<file path="config.mk">
export PLATFORM = sky130hd
export DESIGN_NAME = oact_mod
export DESIGN_NICKNAME = d
export VERILOG_FILES = /design/src/oact_pkg.sv /design/src/oact_mod.sv
export SDC_FILE = /design/constraint.sdc
export NUM_CORES = 1
export LEC_CHECK = 0
export BUFFER_PORTS_ARGS = -buffer_cell sky130_fd_sc_hd__buf_2
export CAP_MARGIN = 20
export CORE_ASPECT_RATIO = 0.7
export CORE_MARGIN = 1.5
export CORE_UTILIZATION = 55
export DETAILED_ROUTE_END_ITERATION = 8
export MAX_ROUTING_LAYER = met4
export PLACE_DENSITY = 0.75
export SLEW_MARGIN = 20
export SYNTH_ARGS = -nofsm -noshare
export SYNTH_HDL_FRONTEND = slang
export SYNTH_SLANG_ARGS = --single-unit
</file>
<file path="constraint.sdc">
create_clock -name clk -period 25.4 [get_ports clk]
set_input_delay 3.81 -clock clk [delete_from_list [all_inputs] [get_ports clk]]
set_output_delay 3.81 -clock clk [all_outputs]
set_load 0.005 [all_outputs]
</file>
<file path="src/oact_pkg.sv">
package oact_pkg;

  localparam int KEY_W  = 63;
  localparam int CNT_W  = 31;
  localparam int SIZE_W = 13;
  localparam int CFG_IDX_W = 2;

  localparam logic [1:0] OP_INC  = 2'd0;
  localparam logic [1:0] OP_QRY  = 2'd1;
  localparam logic [1:0] OP_CLR  = 2'd2;
  localparam logic [1:0] OP_NONE = 2'd3;

  localparam logic [CFG_IDX_W-1:0] CFG_PROBE_MODE = 2'd0;
  localparam logic [CFG_IDX_W-1:0] CFG_TABLE_SIZE = 2'd1;

  localparam logic [1:0] PM_LINEAR = 2'd0;
  localparam logic [1:0] PM_QUAD   = 2'd1;
  localparam logic [1:0] PM_DOUBLE = 2'd2;
  localparam logic [1:0] PM_UNUSED = 2'd3;

  localparam logic [SIZE_W-1:0] SIZE_RESET = 13'd4091;
  localparam logic [SIZE_W-1:0] SIZE_MIN   = 13'd3;
  localparam logic [CNT_W-1:0]  COUNT_MAX  = '1;

  typedef struct packed {
    logic [1:0]       opcode;
    logic [KEY_W-1:0] key;
  } in_item_t;

  typedef struct packed {
    logic [CNT_W-1:0]  count;
    logic              status;
    logic [SIZE_W-1:0] distinct_keys;
  } out_item_t;

  typedef struct packed {
    logic             used;
    logic [KEY_W-1:0] key;
    logic [CNT_W-1:0] count;
  } slot_t;

endpackage

</file>
<file path="src/oact_mod.sv">
// Key remainders by s and by s-1, four key bits a cycle.
module oact_mod
  import oact_pkg::*;
(
  input  logic              clk,
  input  logic              rst_n,
  input  logic              start,
  input  logic [KEY_W-1:0]  key,
  input  logic [SIZE_W-1:0] divisor,
  output logic              done,
  output logic [SIZE_W-1:0] rem_s,
  output logic [SIZE_W-1:0] rem_s1
);

  localparam int SH_W = 64;
  localparam int BITS_PER_CYC = 4;

  logic [SH_W-1:0]   sh_r, sh_nxt;
  logic [SIZE_W-1:0] ra_r, ra_nxt, rb_r, rb_nxt;
  logic [3:0]        cnt_r, cnt_nxt;
  logic              busy_r, busy_nxt, done_r, done_nxt;

  always_comb begin
    logic [SIZE_W:0]   ta, tb;
    logic [SIZE_W-1:0] ra, rb, d1;
    ra = ra_r;
    rb = rb_r;
    d1 = divisor - SIZE_W'(1);
    for (int k = 0; k < BITS_PER_CYC; k++) begin
      ta = {ra, sh_r[SH_W-1-k]};
      tb = {rb, sh_r[SH_W-1-k]};
      if (ta >= {1'b0, divisor}) begin
        ta = ta - {1'b0, divisor};
      end
      if (tb >= {1'b0, d1}) begin
        tb = tb - {1'b0, d1};
      end
      ra = ta[SIZE_W-1:0];
      rb = tb[SIZE_W-1:0];
    end
    sh_nxt   = sh_r;
    ra_nxt   = ra_r;
    rb_nxt   = rb_r;
    cnt_nxt  = cnt_r;
    busy_nxt = busy_r;
    done_nxt = 1'b0;
    if (start) begin
      sh_nxt   = {1'b0, key};
      ra_nxt   = '0;
      rb_nxt   = '0;
      cnt_nxt  = '1;
      busy_nxt = 1'b1;
    end else if (busy_r) begin
      sh_nxt  = sh_r << BITS_PER_CYC;
      ra_nxt  = ra;
      rb_nxt  = rb;
      cnt_nxt = cnt_r - 4'd1;
      if (cnt_r == 4'd0) begin
        busy_nxt = 1'b0;
        done_nxt = 1'b1;
      end
    end
  end

  always_ff @(posedge clk) begin
    if (!rst_n) begin
      busy_r <= 1'b0;
      done_r <= 1'b0;
      cnt_r  <= '0;
    end else begin
      busy_r <= busy_nxt;
      done_r <= done_nxt;
      cnt_r  <= cnt_nxt;
    end
    sh_r <= sh_nxt;
    ra_r <= ra_nxt;
    rb_r <= rb_nxt;
  end

  assign done   = done_r;
  assign rem_s  = ra_r;
  assign rem_s1 = rb_r;

endmodule

</file>
==> run metrics, run 1 <==
outcome complete, no violations; Horiz. Die Dim around 160 um; largest net degree at the start of global routing 64; dpl hpwl approximately 22000 um; Seq/Total Area, Yosys 25.3%; WL/cell ~19 um; Worst setup startpoint divisor[0]; RR Startpoint sh_r[63]; Hold Crit Start sh_r[59]; asr flop ratio synth 0%; CP Class primary input to register; Die Height 116 um; die area 0.0192 mm2; CP Capture Type register; M3 GR Usage 6.85%; Critical Path Start Type primary input; Worst Hold Class register to register; final WL 27600 um; Avg Inst Size Synth 8.82 um2; Worst EP required 25.66 ns; IO Port Bufs approximately 110; Top-Level Pins between 100 and 150; post-synth net total around 1.3k; RSZ-0062 raised after global routing false; clk slew on worst S/H paths around 0.070 ns; routability cong. a little under 1; Synth top area share 18.7%; post-synthesis register bit count 96; Clock Path Buffers 2; Cell variety after synth 88; vias 8946; number of setup buffers added after CTS 0; Slew headroom 47.3%; Post-Synthesis Cells 1145; setup TNS 0 ns; most frequent cells in the layout nor2_1, buf_2, ha_1; Worst Tran Pin Value around 0.8 ns; most common cell after layout, fill and taps aside nor2_1; core box area 0.0180 mm2; Root Buffer clkbuf_16; Pins Over Slew Limit 0; Core Rows 41; Most used DFF post-synth edfxtp_1; layout overhead on the synthesized area 9.49%; clk_lat worst skew 0.35 ns; Yosys warnings 0; clock sink count 96; Final Hold Fails 0; post-route ant nets 0; vias in the first global route 8201; fin nets 1406; DRC violations left 0; GRT Max-Usage Layer met1; CTS H-Tree Depth 3; total grt overflow 0; largest area contributor in the netlist edfxtp_1; crit-path max cell delay roughly 0.65 ns; Hold Buf Count CTS 0; Initial Util ~56%; fmax a little over 60 MHz; CTS tree built; Synth Cell Area 0.0101 mm2; first-pass GRT wire length 43800 um; CTS resizes 0; synth top area cells edfxtp_1, ha_1, mux2_2; crit path time final around 16 ns; CP dominant cell by count a21oi_1; Final setup viols 0; Pre-Repair DR Iteration Count 5; DRT iter0 DRCs 869; initial antenna violation count 2; Worst Skew 0.00641 ns; M1 GR Usage 46.4%; number of CTS-inserted buffers 9; CP max FO 19; Via density 6.09; Post-synth EDFFs 63; CP max stage cell o21ai_2; Final period util 64.6%; largest delay contributor family on the critical path compound AO/OA/AOI/OAI gates; Crit path buffers/inverters 2; Max Cap Viol 0; Critical Path AT between 15 and 20 ns; GR Util met2 about two fifths; Total GRT Usage between 30% and 40%; ratio of cells with drive above 1 in the final layout 19.2%
[layout make-up]
class | count | area, um2
antenna | 3 | 7.51
clock inverter | 7 | 60.1
timing repair buffer | 111 | 573
fill | 1582 | 6940
clock buffer | 9 | 225
sequential | 96 | 2550
multi-input combinational | 937 | 7080
inverter | 71 | 267
tap | 236 | 295
[per-layer routing]
metal	part of all wire [%]	vias up
met5	0	-
met4	0.94	0
met3	11	23
met2	38	413
met1	50	4159
li1	-	4351
[worst register-to-register path: cells and delay by family (launching register included)]
kind / cells / cell delay, ns
AOI/OAI and AO/OA: 27 / 5.99
adders and majority gates: 5 / 1.82
buffers and inverters: 4 / 0.68
DFF: 1 / 0.41
muxes: 4 / 1.46
and+or+nand+nor: 21 / 2.74
[final timing paths]
path	to	slack, ns	cells past startpoint
setup / recovery	rem_s1[10]	8.99	53
hold / removal	sh_r[63]	0.52	2
setup reg to reg	rem_s[1]	12.19	61
hold reg to reg	sh_r[63]	0.52	2
[cells by family after synthesis]
family | synth area share (%)
compound gates | 19.9
flops | 25.3
simple gates | 15.7
buf+inv | 4.73
xor+xnor | 9.19
fa+ha+maj | 13.5
mux | 11.7
[synthesized netlist by cell type, types with 6 or more instances]
master      n
nor2_1    114
ha_1       93
mux2_2     79
a21oi_1    73
inv_1      70
nand2_1    70
xnor2_1    69
edfxtp_1   63
o21ai_0    61
a21o_1     37
dfxtp_1    33
xor2_1     30
mux2i_1    28
a211oi_1   25
clkbuf_1   25
nor3_1     22
nand4_1    20
nand2b_1   15
nor2b_1    14
o21a_1     14
o21bai_1   13
and2_1     12
nand3_1    11
or3_1      10
fa_1        8
o31ai_1     8
a31oi_1     6
buf_2       6
buf_4       6
[registers in the layout (all words and copies together) (netlist names)]
signal,flops
rem_s,13
busy_r,1
sh_r,64
cnt_r,4
done,1
rem_s1,13
[through the flow]
step	std cells	worst slack, ns	util [%]	hold slack [ns]	instance area (um2)
6_report	1470	8.99	61.4	0.515	11100
3_5_place_dp	1451	8.89	59.8	0.497	10800
3_3_place_gp	1451	8.84	59.8	0.489	10800
2_1_floorplan	1145	10.89	-	0.456	10100
5_1_grt	1469	8.03	61.4	0.539	11100
4_1_cts	1467	9.22	61.4	0.517	11100
Power of run 1 is left out: the tool's default activity adds up to more than one toggle a clock period on the data nets, which glitch-free logic cannot reach.
==> inputs of run 2 (changes only) <==
- clock period: 25.4 -> 16.8 ns (I/O delays scaled with it)
==> run metrics, run 2 (synthesis gave the netlist of run 1 again) <==
outcome complete, no violations; Top-Level Pins 106; met1 wire length 13900 um; Storage cell area 0.00255 mm2; vias in the first global route ~8k; hold depth 2; Pre-Repair DR Iteration Count 7; Worst Tran Pin Value 1.11 ns; DR WL met2 10200 um; initial antenna violation count 2; fmax around 65 MHz; setup TNS 0 ns; most common cell after layout, fill and taps aside nor2_1; vias 8861; ratio of cells with drive above 1 in the final layout 19.1%; crit path time final around 15 ns; WL/cell between 15 and 20 um; CP max FO 22; Total GRT Usage 30.0%; Core Rows 41; layout overhead on the synthesized area 9.60%; clk slew on worst S/H paths approximately 0.080 ns; clk_lat worst skew 0.35 ns; Hold Crit Start sh_r[59]; Max Cap Viol 0; largest net degree at the start of global routing 67; max reg flops 64; number of CTS-inserted buffers 9; Multi-input gate area 0.00708 mm2; most frequent cells in the layout nor2_1, buf_2, ha_1; Initial Util 56.1%; Worst EP required 17.01 ns; Clock Path Buffers 2; RSZ-0062 raised after global routing false; Final setup viols 0; met3 wire length 3200 um; first-pass GRT wire length around 43000 um; Final Non-Filler Cells 1469; Top reg by flops sh_r; CP Class primary input to register; Horiz. Die Dim 165 um; CP max stage cell a211oi_2; die area between 0.015 and 0.02 mm2; crit-path max cell delay 0.77 ns; CTS tree built; Final period util 91.0%; final WL 27600 um; CTS H-Tree Depth 3; Final Hold Fails 0; Place WS roughly 1.5 ns; number of setup buffers added after CTS 0; DRC violations left 0; CP Capture Type register; Top Layer Used met4; Critical Path Start Type primary input; Die Height 116 um; Root Buffer clkbuf_16; R2R depth 60; IO Port Bufs 105; DRT iter0 DRCs 810; Critical Path AT roughly 16 ns; placed cell count approximately 1.5k; Worst Skew 0.0151 ns; clock sink count between 90 and 100; Hold Crit Endpoint sh_r[63]; CTS resizes 0; Via density 6.03; core box area 0.0180 mm2; RR Startpoint sh_r[63]; worst reg2reg path endpoint rem_s[2]; Worst Hold Class register to register; Reg2Reg Setup Slack 3.34 ns; fin nets between 1k and 1.5k; routability cong. 0.955; Layout fillers 1546; Pins Over Slew Limit 0; CP dominant cell by count nand2_1; dpl hpwl 21500 um; Hold Buf Count CTS 0; total grt overflow 0; Slew headroom 25.9%; post-layout util 61.5%; post-route ant nets 0; worst setup margin between 1.5 and 2 ns
## run 2: cell types whose count changed in the layout (fill, tap and decap cells not counted)
| cell | previous run | this run |
|---|---|---|
| nor2_2 | 1 | 0 |
| nor2_1 | 113 | 114 |
| inv_6 | 4 | 1 |
| clkinv_8 | 0 | 1 |
| inv_8 | 1 | 3 |
| clkinv_2 | 1 | 0 |
| clkinv_4 | 1 | 2 |
| diode_2 | 3 | 2 |
## run 2: stage by stage
stage          hold WS (ns)  instance area [um2]
5_1_grt               0.563                11100
4_1_cts               0.530                11100
6_report              0.530                11100
2_1_floorplan         0.456                10100
3_5_place_dp          0.520                10800
3_3_place_gp          0.483                10800
## run 2: final cells by class
class / count / share of cell area, %
flip-flops and latches: 96 / 23.1
inverters: 71 / 2.41
clock buffers: 9 / 2.03
clock inverters: 7 / 0.689
repair buffers: 111 / 5.18
multi-input cells: 937 / 63.9
well taps: 236 / 2.67
diodes: 2 / 0.0452
## run 2: how the worst max path moves through the flow
stage | from | end | slack (ns) | depth (start not counted)
finish | divisor[1] | rem_s[2] | 1.51 | 59
global route | divisor[1] | rem_s[2] | 0.25 | 59
CTS | divisor[1] | rem_s[2] | 1.83 | 59
detailed placement | divisor[1] | rem_s[2] | 1.51 | 59
global placement | divisor[1] | rem_s1[10] | 1.57 | 55
floorplan | divisor[1] | rem_s[0] | 3.58 | 61
## run 2: routing by layer
| layer | track usage (%) | vias up |
|---|---|---|
| li1 | - | 4346 |
| met1 | 45.2 | 4111 |
| met2 | 38.7 | 386 |
| met3 | 9.06 | 18 |
| met4 | 5.23 | 0 |
| met5 | - | - |
## run 2: critical path: cells and delay by family
kind                     cells  cell delay [ns]
AO/OA/AOI/OAI               27             6.44
adder cells (fa/ha/maj)      4             1.76
buffers and inverters        3             0.53
multiplexers                 4             1.49
AND/OR/NAND/NOR             21             2.70
Power of run 2 is left out for the same reason.
==> inputs of run 3 (changes only) <==
- ABC_AREA: unset -> 1
- RECOVER_POWER: unset -> 100
==> run metrics, run 3 <==
core box area between 0.015 and 0.02 mm2; Post-synth EDFFs 63; Final period util 85.9%; Placed Area 0.0108 mm2; max reg flops 64; clk_lat worst skew 0.36 ns; fin nets 1744; Most used DFF post-synth edfxtp_1; Pre-Repair DR Iteration Count 6; Synth Cell Area 0.0102 mm2; top post-synthesis cells by count nand2_1, inv_1, nand3_1; Seq/Total Area, Yosys 25.1%; Worst Tran Pin Value 3.30 ns; DRC violations left 0; RSZ-0062 raised after global routing false; Root Buffer clkbuf_16; vias in the first global route 9066; CP dominant cell by count nand2_1; Pins Over Slew Limit 203; Top reg by flops sh_r; crit-path max cell delay 0.60 ns; Initial Util 56.2%; Critical Path Start Type primary input; largest area contributor in the netlist edfxtp_1; CTS resizes 0; Cell variety after synth 54; post-route ant nets 0; Core Rows 41; number of CTS-inserted buffers 9; post-synthesis register bit count 96; Yosys warnings 0; Avg Inst Size Synth 6.87 um2; ratio of cells with drive above 1 in the final layout 12.6%; CP max FO 25; WL/cell approximately 16 um; failing checks capacitance limit, slew limit; layout overhead on the synthesized area 9.37%; Synth top area share roughly a fifth; Worst Hold Class register to register; first-pass GRT wire length roughly 46000 um; Critical Path AT between 10 and 15 ns; fmax roughly 69 MHz; most common cell after layout, fill and taps aside nand2_1; post-route design area 0.0111 mm2; most frequent cells in the layout nand2_1, inv_1, nand3_1; CP Capture Type register; number of setup buffers added after CTS 0; most common cell in the synthesized netlist nand2_1; Worst Skew 0.0151 ns; CTS H-Tree Depth 3; total grt overflow 0; Final setup viols 0; Post-Synthesis Cells roughly 1.5k; Worst EP required between 15 and 20 ns; crit path time final 14.44 ns; final WL 28800 um; CTS tree built; DRT iter0 DRCs about 1.1k; Slew headroom -120%; asr flop ratio synth 0%; Total GRT Usage about a third; Final Hold Fails 0; CP Class primary input to register; CP max stage cell nand2_1; initial antenna violation count 1; dpl hpwl 23000 um; Via density 5.57; die area 0.0193 mm2; routability cong. 1.01; post-synth net total roughly 1.7k; Clock Path Buffers 2; Layout fillers 1724; Die Height 117 um; Hold Buf Count CTS 0; post-layout util 61.5%; Horiz. Die Dim 165 um; vias between 10k and 15k; outcome finished, violations left; setup TNS 0 ns; clock sink count 96; IO Port Bufs 105; largest net degree at the start of global routing between 70 and 80; synth top area cells edfxtp_1, nand2_1, ha_1; clk slew on worst S/H paths 0.08 ns; Top-Level Pins around 110; Max Cap Viol 3
-- run 3: changes by cell type in the layout (fill, tap and decap cells not counted), moves of 34 or more --
| cell | previous run | this run |
|---|---|---|
| inv_1 | 70 | 158 |
| xnor2_1 | 69 | 32 |
| nand2_1 | 70 | 489 |
| nor2_1 | 114 | 77 |
| mux2_2 | 79 | 0 |
| nand3_1 | 11 | 102 |
| a21o_1 | 37 | 3 |
-- run 3: kinds of logic after synthesis --
| logic type | count (synthesis) | synth area share [%] |
|---|---|---|
| buffers and inverters | 204 | 7.85 |
| AOI/OAI and AO/OA | 226 | 12.8 |
| adders and majority gates | 101 | 13.0 |
| and+or+nand+nor | 774 | 34.5 |
| xor gates and xnor gates | 77 | 6.64 |
| DFF | 96 | 25.1 |
-- run 3: area by class of cell --
class / count / area, um2 / area share, %
Antenna cell: 1 / 2.50 / 0.0225
Multi-Input combinational cell: 1178 / 6770 / 61.0
Inverter: 170 / 638 / 5.75
Tap cell: 236 / 295 / 2.66
Clock inverter: 7 / 93.8 / 0.845
Clock buffer: 9 / 225 / 2.03
Timing Repair Buffer: 109 / 526 / 4.73
Sequential cell: 96 / 2550 / 23.0
-- run 3: routing by layer --
layer | share of wire, % | track usage, % | wire length (um)
met5 | 0 | - | 0
met4 | 1.4 | 7.14 | 402
met2 | 38 | 42.0 | 10900
met3 | 11 | 5.82 | 3060
met1 | 50 | 48.6 | 14400
-- run 3: worst max-delay path: cells and delay by family --
kind                       cells  cell delay, ns
and+or+nand+nor               36            6.06
AOI/OAI and AO/OA              8            2.01
adders and majority gates      5            1.87
buffers and inverters          7            1.75
xor gates and xnor gates       1            0.44
-- run 3: path summary, 6_finish.rpt --
path	from	to	slack [ns]	depth (start not counted)
hold reg to reg	sh_r[59]	sh_r[63]	0.46	2
setup / recovery	divisor[1]	rem_s1[8]	2.36	57
hold / removal	sh_r[59]	sh_r[63]	0.46	2
setup reg to reg	sh_r[63]	rem_s[9]	5.16	44
-- run 3: through the flow --
stage	setup slack, ns	cells	hold slack [ns]
global route	1.29	1806	0.512
finish	2.36	1806	0.462
CTS	3.91	1805	0.463
floorplan	5.50	1478	0.422
global placement	3.72	1789	0.435
detailed placement	3.62	1789	0.448
Power of run 3 is left out for the same reason.
